[src/rtl/core/itoa_pkg.sv]
// Shared types, constants and helpers for the integer to ASCII formatter.
// No dependencies; imported by every module of the block.
package itoa_pkg;

  typedef enum logic [1:0] {
    OP_HEX = 2'd0,
    OP_DEC = 2'd1,
    OP_CHR = 2'd2,
    OP_PAD = 2'd3
  } op_e;

  localparam int unsigned PAD_MAX    = 10;
  localparam int unsigned DEC_DIGITS = 10;
  localparam int unsigned BCD_W      = 4 * DEC_DIGITS;
  localparam int unsigned JOB_DEPTH  = 4;
  localparam int unsigned JOB_AW     = $clog2(JOB_DEPTH);

  localparam logic [7:0] CH_ZERO  = 8'h30;
  localparam logic [7:0] CH_ALPHA = 8'h41;
  localparam logic [7:0] CH_MINUS = 8'h2D;
  localparam logic [7:0] CH_SPACE = 8'h20;

  // Classified job handed from front to back.
  typedef struct packed {
    op_e         op;
    logic [31:0] val;  // hex: left-aligned; dec: magnitude; chr: byte in top
    logic        neg;  // dec only: emit a leading minus
    logic [3:0]  cnt;  // characters to emit (not used for dec)
  } job_t;

  // Upper-case hex digit for one nibble.
  function automatic logic [7:0] hex_char(input logic [3:0] nib);
    if (nib < 4'd10) begin
      return CH_ZERO + {4'h0, nib};
    end
    return CH_ALPHA + {4'h0, nib} - 8'd10;
  endfunction

endpackage

[src/rtl/core/integer_to_ascii_formatter_unit.sv]
// Top level of the integer to ASCII formatter: front end, job queue and
// back end. Depends on itoa_pkg, itoa_front and itoa_back.
//
// Usage: requests enter through a queue-style port (push / full) as an
// insert kind op_i (hex, signed decimal, character, padding) and a 32-bit
// value_i. Characters leave through a queue-style port (empty / pop) as
// ch_o with last_o marking the final character of each request. Padding
// of zero is accepted and produces no characters.
// Flow: a hex, character or padding request passes the job queue and is
// loaded by the back end when it is free; a decimal request first runs
// through BCD conversion (four bits a cycle) and an alignment state.
// Throughput: the back end emits one character per cycle while the
// output queue has room, so a request occupies it for each of its
// characters (2 to 8 for hex, up to 10 for padding, up to 11 for
// decimal, which first passes conversion and alignment). The four-word
// job queue lets requests be accepted every cycle until it fills; full
// then follows the back end.
// Reset clears both queues and returns the back end to idle. When the
// receiver stops popping, the two-word output queue fills, emission halts
// and the job queue absorbs further requests before full rises.
module integer_to_ascii_formatter_unit (
  input  logic        clk_i,
  input  logic        rst_ni,
  input  logic        push,
  output logic        full,
  input  logic [1:0]  op_i,
  input  logic [31:0] value_i,
  output logic        empty,
  input  logic        pop,
  output logic [7:0]  ch_o,
  output logic        last_o
);
  import itoa_pkg::*;

  job_t job;
  logic job_valid, job_pop;

  // Classify and queue requests.
  itoa_front u_front (
    .clk_i       (clk_i),
    .rst_ni      (rst_ni),
    .push        (push),
    .full        (full),
    .op_i        (op_i),
    .value_i     (value_i),
    .job_valid_o (job_valid),
    .job_o       (job),
    .job_pop_i   (job_pop)
  );

  // Convert and emit characters.
  itoa_back u_back (
    .clk_i       (clk_i),
    .rst_ni      (rst_ni),
    .job_valid_i (job_valid),
    .job_i       (job),
    .job_pop_o   (job_pop),
    .empty       (empty),
    .pop         (pop),
    .ch_o        (ch_o),
    .last_o      (last_o)
  );

endmodule

[src/rtl/core/itoa_front.sv]
// Front end of the formatter: accepts requests, classifies them into jobs and
// queues them for the back end. Depends on itoa_pkg.
module itoa_front (
  input  logic                 clk_i,
  input  logic                 rst_ni,
  input  logic                 push,
  output logic                 full,
  input  logic [1:0]           op_i,
  input  logic [31:0]          value_i,
  output logic                 job_valid_o,
  output itoa_pkg::job_t       job_o,
  input  logic                 job_pop_i
);
  import itoa_pkg::*;

  job_t              mem_q [JOB_DEPTH];
  logic [JOB_AW-1:0] wptr_q, wptr_d, rptr_q, rptr_d;
  logic [JOB_AW:0]   cnt_q, cnt_d;
  job_t              job_new;
  logic              accept, wr;
  op_e               op;
  logic [2:0]        nbytes;

  assign op     = op_e'(op_i);
  assign full   = (cnt_q == (JOB_AW+1)'(JOB_DEPTH));
  assign accept = push && !full;
  // Zero padding yields no characters: drop it here.
  assign wr     = accept && !((op == OP_PAD) && (value_i == 32'h0));

  always_comb begin
    if (value_i[31:24] != 8'h0) begin
      nbytes = 3'd4;
    end else if (value_i[23:16] != 8'h0) begin
      nbytes = 3'd3;
    end else if (value_i[15:8] != 8'h0) begin
      nbytes = 3'd2;
    end else begin
      nbytes = 3'd1;
    end
  end

  always_comb begin
    job_new.op  = op;
    job_new.neg = 1'b0;
    job_new.val = value_i;
    job_new.cnt = 4'd1;
    case (op)
      OP_HEX: begin
        job_new.val = value_i << {3'd4 - nbytes, 3'b000};
        job_new.cnt = {nbytes, 1'b0};
      end
      OP_DEC: begin
        job_new.neg = value_i[31];
        job_new.val = value_i[31] ? (~value_i + 32'd1) : value_i;
      end
      OP_CHR: begin
        job_new.val = {value_i[7:0], 24'h0};
      end
      OP_PAD: begin
        job_new.cnt = (value_i > 32'(PAD_MAX)) ? 4'(PAD_MAX) : value_i[3:0];
      end
      default: begin
        job_new.cnt = 4'd1;
      end
    endcase
  end

  always_comb begin
    wptr_d = wptr_q;
    rptr_d = rptr_q;
    cnt_d  = cnt_q;
    if (wr) begin
      wptr_d = wptr_q + 1'b1;
    end
    if (job_pop_i) begin
      rptr_d = rptr_q + 1'b1;
    end
    case ({wr, job_pop_i})
      2'b10:   cnt_d = cnt_q + 1'b1;
      2'b01:   cnt_d = cnt_q - 1'b1;
      default: cnt_d = cnt_q;
    endcase
  end

  always_ff @(posedge clk_i or negedge rst_ni) begin
    if (!rst_ni) begin
      wptr_q <= '0;
      rptr_q <= '0;
      cnt_q  <= '0;
    end else begin
      wptr_q <= wptr_d;
      rptr_q <= rptr_d;
      cnt_q  <= cnt_d;
    end
  end

  always_ff @(posedge clk_i) begin
    if (wr) begin
      mem_q[wptr_q] <= job_new;
    end
  end

  assign job_valid_o = (cnt_q != '0);
  assign job_o       = mem_q[rptr_q];

endmodule

[src/rtl/core/itoa_back.sv]
// Formatter back end (needs itoa_pkg): converts decimal jobs to BCD, then
// emits one character per cycle into a two-word output queue if not full.
module itoa_back (
  input  logic           clk_i,
  input  logic           rst_ni,
  input  logic           job_valid_i,
  input  itoa_pkg::job_t job_i,
  output logic           job_pop_o,
  output logic           empty,
  input  logic           pop,
  output logic [7:0]     ch_o,
  output logic           last_o
);
  import itoa_pkg::*;

  typedef enum logic [1:0] {
    S_IDLE,
    S_CONV,
    S_ALIGN,
    S_EMIT
  } state_e;

  state_e            state_q;
  op_e               op_q;
  logic [BCD_W-1:0]  sh_q;
  logic [31:0]       bin_q;
  logic [2:0]        step_q;
  logic [3:0]        cnt_q;
  logic              neg_q;

  logic [7:0]        och_q [2];
  logic              olast_q [2];
  logic              owptr_q, orptr_q;
  logic [1:0]        ocnt_q;

  logic              emit, ld, opop;
  logic [7:0]        ch_cur;
  logic [3:0]        nd, lz;

  // Four double-dabble steps: correct every digit, then shift in one bit.
  function automatic logic [BCD_W-1:0] dabble4(input logic [BCD_W-1:0] bcd,
                                               input logic [3:0] bits);
    logic [BCD_W-1:0] acc;
    acc = bcd;
    for (int b = 3; b >= 0; b--) begin
      for (int d = 0; d < DEC_DIGITS; d++) begin
        if (acc[4*d +: 4] >= 4'd5) begin
          acc[4*d +: 4] = acc[4*d +: 4] + 4'd3;
        end
      end
      acc = {acc[BCD_W-2:0], bits[b]};
    end
    return acc;
  endfunction

  // Significant decimal digits, at least one.
  always_comb begin
    nd = 4'd1;
    for (int d = 0; d < DEC_DIGITS; d++) begin
      if (sh_q[4*d +: 4] != 4'h0) begin
        nd = 4'(d + 1);
      end
    end
    lz = 4'(DEC_DIGITS) - nd;
  end

  always_comb begin
    case (op_q)
      OP_HEX:  ch_cur = hex_char(sh_q[BCD_W-1 -: 4]);
      OP_DEC:  ch_cur = neg_q ? CH_MINUS : hex_char(sh_q[BCD_W-1 -: 4]);
      OP_CHR:  ch_cur = sh_q[BCD_W-1 -: 8];
      OP_PAD:  ch_cur = CH_SPACE;
      default: ch_cur = CH_SPACE;
    endcase
  end

  assign emit      = (state_q == S_EMIT) && (ocnt_q != 2'd2);
  assign ld        = job_valid_i &&
                     ((state_q == S_IDLE) || (emit && (cnt_q == 4'd1)));
  assign job_pop_o = ld;
  assign opop      = pop && !empty;

  always_ff @(posedge clk_i or negedge rst_ni) begin
    if (!rst_ni) begin
      state_q <= S_IDLE;
      op_q    <= OP_HEX;
      sh_q    <= '0;
      bin_q   <= '0;
      step_q  <= '0;
      cnt_q   <= '0;
      neg_q   <= 1'b0;
    end else begin
      case (state_q)
        S_CONV: begin
          sh_q   <= dabble4(sh_q, bin_q[31:28]);
          bin_q  <= bin_q << 4;
          step_q <= step_q + 3'd1;
          if (step_q == 3'd7) begin
            state_q <= S_ALIGN;
          end
        end
        S_ALIGN: begin
          sh_q    <= sh_q << {lz, 2'b00};
          cnt_q   <= nd + {3'b000, neg_q};
          state_q <= S_EMIT;
        end
        S_EMIT: begin
          if (emit) begin
            cnt_q <= cnt_q - 4'd1;
            if ((op_q == OP_DEC) && neg_q) begin
              neg_q <= 1'b0;
            end else begin
              sh_q <= sh_q << 4;
            end
            if ((cnt_q == 4'd1) && !ld) begin
              state_q <= S_IDLE;
            end
          end
        end
        default: begin
          state_q <= S_IDLE;
        end
      endcase
      // Load the next job; overrides the tail of the one just finished.
      if (ld) begin
        op_q   <= job_i.op;
        neg_q  <= job_i.neg;
        cnt_q  <= job_i.cnt;
        step_q <= '0;
        bin_q  <= job_i.val;
        if (job_i.op == OP_DEC) begin
          sh_q    <= '0;
          state_q <= S_CONV;
        end else begin
          sh_q    <= {job_i.val, 8'h00};
          state_q <= S_EMIT;
        end
      end
    end
  end

  // Output queue.
  always_ff @(posedge clk_i or negedge rst_ni) begin
    if (!rst_ni) begin
      owptr_q <= 1'b0;
      orptr_q <= 1'b0;
      ocnt_q  <= '0;
    end else begin
      if (emit) begin
        owptr_q <= ~owptr_q;
      end
      if (opop) begin
        orptr_q <= ~orptr_q;
      end
      case ({emit, opop})
        2'b10:   ocnt_q <= ocnt_q + 2'd1;
        2'b01:   ocnt_q <= ocnt_q - 2'd1;
        default: ocnt_q <= ocnt_q;
      endcase
    end
  end

  always_ff @(posedge clk_i) begin
    if (emit) begin
      och_q[owptr_q]   <= ch_cur;
      olast_q[owptr_q] <= (cnt_q == 4'd1);
    end
  end

  assign empty  = (ocnt_q == 2'd0);
  assign ch_o   = och_q[orptr_q];
  assign last_o = olast_q[orptr_q];

endmodule

[config.mk]
export PLATFORM = sky130hd
export DESIGN_NAME = integer_to_ascii_formatter_unit
export DESIGN_NICKNAME = d
export VERILOG_FILES = /design/src/rtl/core/itoa_pkg.sv /design/src/rtl/core/integer_to_ascii_formatter_unit.sv /design/src/rtl/core/itoa_front.sv /design/src/rtl/core/itoa_back.sv
export SDC_FILE = /design/constraint.sdc
export NUM_CORES = 1
export LEC_CHECK = 0
export ABC_CLOCK_PERIOD_IN_PS = 4800
export BUFFER_PORTS_ARGS = -buffer_cell sky130_fd_sc_hd__buf_2
export CAP_MARGIN = 15
export CORE_MARGIN = 2
export CORE_UTILIZATION = 60
export CTS_CLUSTER_SIZE = 8
export DETAILED_ROUTE_END_ITERATION = 10
export PLACE_DENSITY_LB_ADDON = 0.15
export SYNTH_ARGS = -nofsm -noshare
export SYNTH_HDL_FRONTEND = slang
export SYNTH_HIERARCHICAL = 1
export SYNTH_SLANG_ARGS = --single-unit
[constraint.sdc]
create_clock -name clk_i -period 4.8 [get_ports clk_i]
set_input_delay 0.96 -clock clk_i [delete_from_list [all_inputs] [get_ports clk_i]]
set_output_delay 0.96 -clock clk_i [all_outputs]
set_load 0.005 [all_outputs]
==> reports/metrics.yaml <==
outcome: "complete, no violations"
hold_buffers: 0
hold_viol: 0
firstDrtPassIters: 7
n_antenna_cell: 0
cts-buffers-inserted: 39
synth_warnings: 6
fp-row-count: 65
chipWidth_um: 183.3
startpoint: "u_back/sh_q[37]"
finClkSkew_ns: 0.01401
worst-path-buf-inv: 3
max-cap-violations: 0
cp.depth: 18
min_path_type: "flop to flop"
chipHeight_um: 183.3
synth-seq-area-share_pct: 39.40
nFillCells: 2502
setup-tns-final_ns: 0
grt_max_degree: 82
core_mm2: 0.03164
antenna_found_initial: 0
ioPinCount: 49
cts.reportedPaths.clkPinSlew_ns: 0.05
gr-total-overflow: 0
r2r_slack_ns: 0.44
fin_crit_sh_pct: 90.81
io_buffers: 48
cp-endpoint: "u_back/sh_q[37]"
yosys_register_bits: 269
grt_pass1_vias: 15990
path_cells: "inv_1, ha_1, nand2b_1, a21oi_1, xnor2_1, ha_1, inv_1, a21o_1, a31oi_1, inv_1, ha_1, o21a_1, o31ai_1, ha_1, nor2b_1, o21a_1, xor2_1, o21ai_0"
insertion_delay_ns: 0.53
crit_top_cell: "ha_1"
cp_slowest_cell: "dfrtp_1"
layoutNonFillerInstCount: 2393
detail-route-antenna-nets: 0
drive_gt1_share_pct: 15.32
via_per_inst: 6.765
critical-path-max-stage-delay_ns: 0.40
start_util_pct: 60.99
r2r-end: "u_back/sh_q[37]"
dp_worst_setup_slack_ns: 0.4706
cp-end-kind: "flop"
place_congestion: 1.028
synth_area_mm2: 0.01930
crit_fanout: 9
syn_inst: 1964
post_cts.repair.setup_buffers: 0
whs_ns: 0.5011
synth_area_leaders: "edfxtp_1 (27%), dfrtp_1 (12%), mux4_2 (5.6%), mux2i_1 (4.8%), ha_1 (4.5%)"
num_vias: 16190
finalMaxSlewViolations: 0
fin_crit_ns: 4.359
yosysTopAreaCell: "edfxtp_1"
syn_to_final_growth_pct: 8.857
required_ns: 5.16
crit_arrival_ns: 4.72
gr-usage-all-layers_pct: 32.79
synth_edf_count: 174
synth.distinct_cells: 102
synth_commonest_cells: "nand2_1 (202), edfxtp_1 (174), o21ai_0 (159)"
hpwl_um: 38560
h-tree-depth: 2
critPathTopFamily: "compound AO/OA/AOI/OAI gates"
wl_per_cell_um: 22.85
grt_pass1_wl_um: 86440
final_nets: 2071
die_area_mm2: 0.03361
yosys.cell_count.top_type: "nand2_1"
synth_top_area_share_pct: 27.08
cp-start-kind: "flop"
rsz0062_at_grt: "false"
reg2reg_depth: 18
avgSynthCellArea_um2: 9.825
dp_cells: 2324
path_class: "flop to flop"
fmax_mhz: 229.4
root_buffer: "clkbuf_16"
clockBufferDepth: 3
ys.flop_type: "edfxtp_1"
tightest_slew_ns: 1.058
slew_headroom_pct: 27.64
fin_ws_ns: 0.4412
cts_tree: "yes"
timing.rr.start: "u_back/sh_q[37]"
cts_sinks: 269
postRouteWirelength_um: 54680
drtIter0Drc: 1927
async_flop_share_pct: 35.32
synth.net_count: 2072
setup_viol: 0
cts_resized: 0
drc: 0
-- flip-flops by register name, indices dropped and copies added (netlist names), 2 cells and up --
register	flops
u_front/mem_q	156
u_back/sh_q	40
u_back/bin_q	32
u_back/och_q	16
u_back/cnt_q	4
u_back/step_q	3
u_front/cnt_q	3
u_back/ocnt_q	2
u_back/olast_q	2
u_back/op_q	2
u_back/state_q	2
u_front/rptr_q	2
u_front/wptr_q	2
-- kinds of logic (layout without fill, tap and decap cells) --
family | after synthesis | after routing | share of synthesized area, %
mux | 183 | 183 | 12.93
xor+xnor | 49 | 49 | 2.613
compound gates | 625 | 625 | 21.96
fa+ha+maj | 70 | 70 | 4.578
buf+inv | 219 | 246 | 4.727
flops | 269 | 269 | 39.40
simple gates | 549 | 549 | 13.80
-- layout by cell type, fill, tap and decap left out, types with 15 or more instances in the layout --
cell	count
a211oi_1	18
a21oi_1	120
a222oi_1	17
a22oi_1	15
a31oi_1	30
buf_2	47
buf_4	42
clkbuf_1	27
clkbuf_16	40
dfrtp_1	94
edfxtp_1	174
ha_1	68
inv_1	75
mux2_2	39
mux2i_1	92
mux4_2	48
nand2_1	202
nand2b_1	25
nand3_1	39
nor2_1	122
nor3_1	28
nor3b_1	19
o211ai_1	21
o21ai_0	159
o21ai_1	28
o31ai_1	19
xnor2_1	25
-- final cells by class --
| type | count | area [um^2] | share of cell area, % |
|---|---|---|---|
| flip-flops and latches | 269 | 7604 | 36.20 |
| clock inverters | 2 | 50.05 | 0.2383 |
| multi-input cells | 1476 | 10800 | 51.42 |
| inverters | 84 | 315.3 | 1.501 |
| repair buffers | 93 | 630.6 | 3.002 |
| well taps | 402 | 503.0 | 2.395 |
| clock buffers | 67 | 1102 | 5.248 |
-- routing by layer --
metal,wire (um),vias to the layer above,GRT usage (%)
met4,2510,0,14.82
met2,25810,799,54.97
met5,0,-,0
li1,-,7452,-
met1,22000,7767,41.97
met3,4350,170,5.441
-- through the flow --
| stage | instance area, um^2 | utilization, % |
|---|---|---|
| final | 21010 | 66.40 |
| after global routing | 21010 | 66.40 |
| after CTS | 21010 | 66.40 |
| after detailed placement | 19850 | 62.75 |
| after global placement | 19850 | 62.75 |
| after floorplan | 19300 | - |
-- worst min-delay path by stage --
| stage | startpoint | end | cells past startpoint |
|---|---|---|---|
| floorplan | u_front/cnt_q[2] | u_front/cnt_q[2] | 1 |
| global placement | u_back/owptr_q | u_back/owptr_q | 1 |
| detailed placement | u_front/cnt_q[2] | u_front/cnt_q[2] | 1 |
| CTS | u_front/cnt_q[2] | u_front/cnt_q[2] | 1 |
| global route | u_back/owptr_q | u_back/owptr_q | 1 |
| finish | u_front/cnt_q[0] | u_front/cnt_q[0] | 1 |
Power is left out: the tool's default activity adds up to more than one toggle a clock period on the data nets, which glitch-free logic cannot reach.
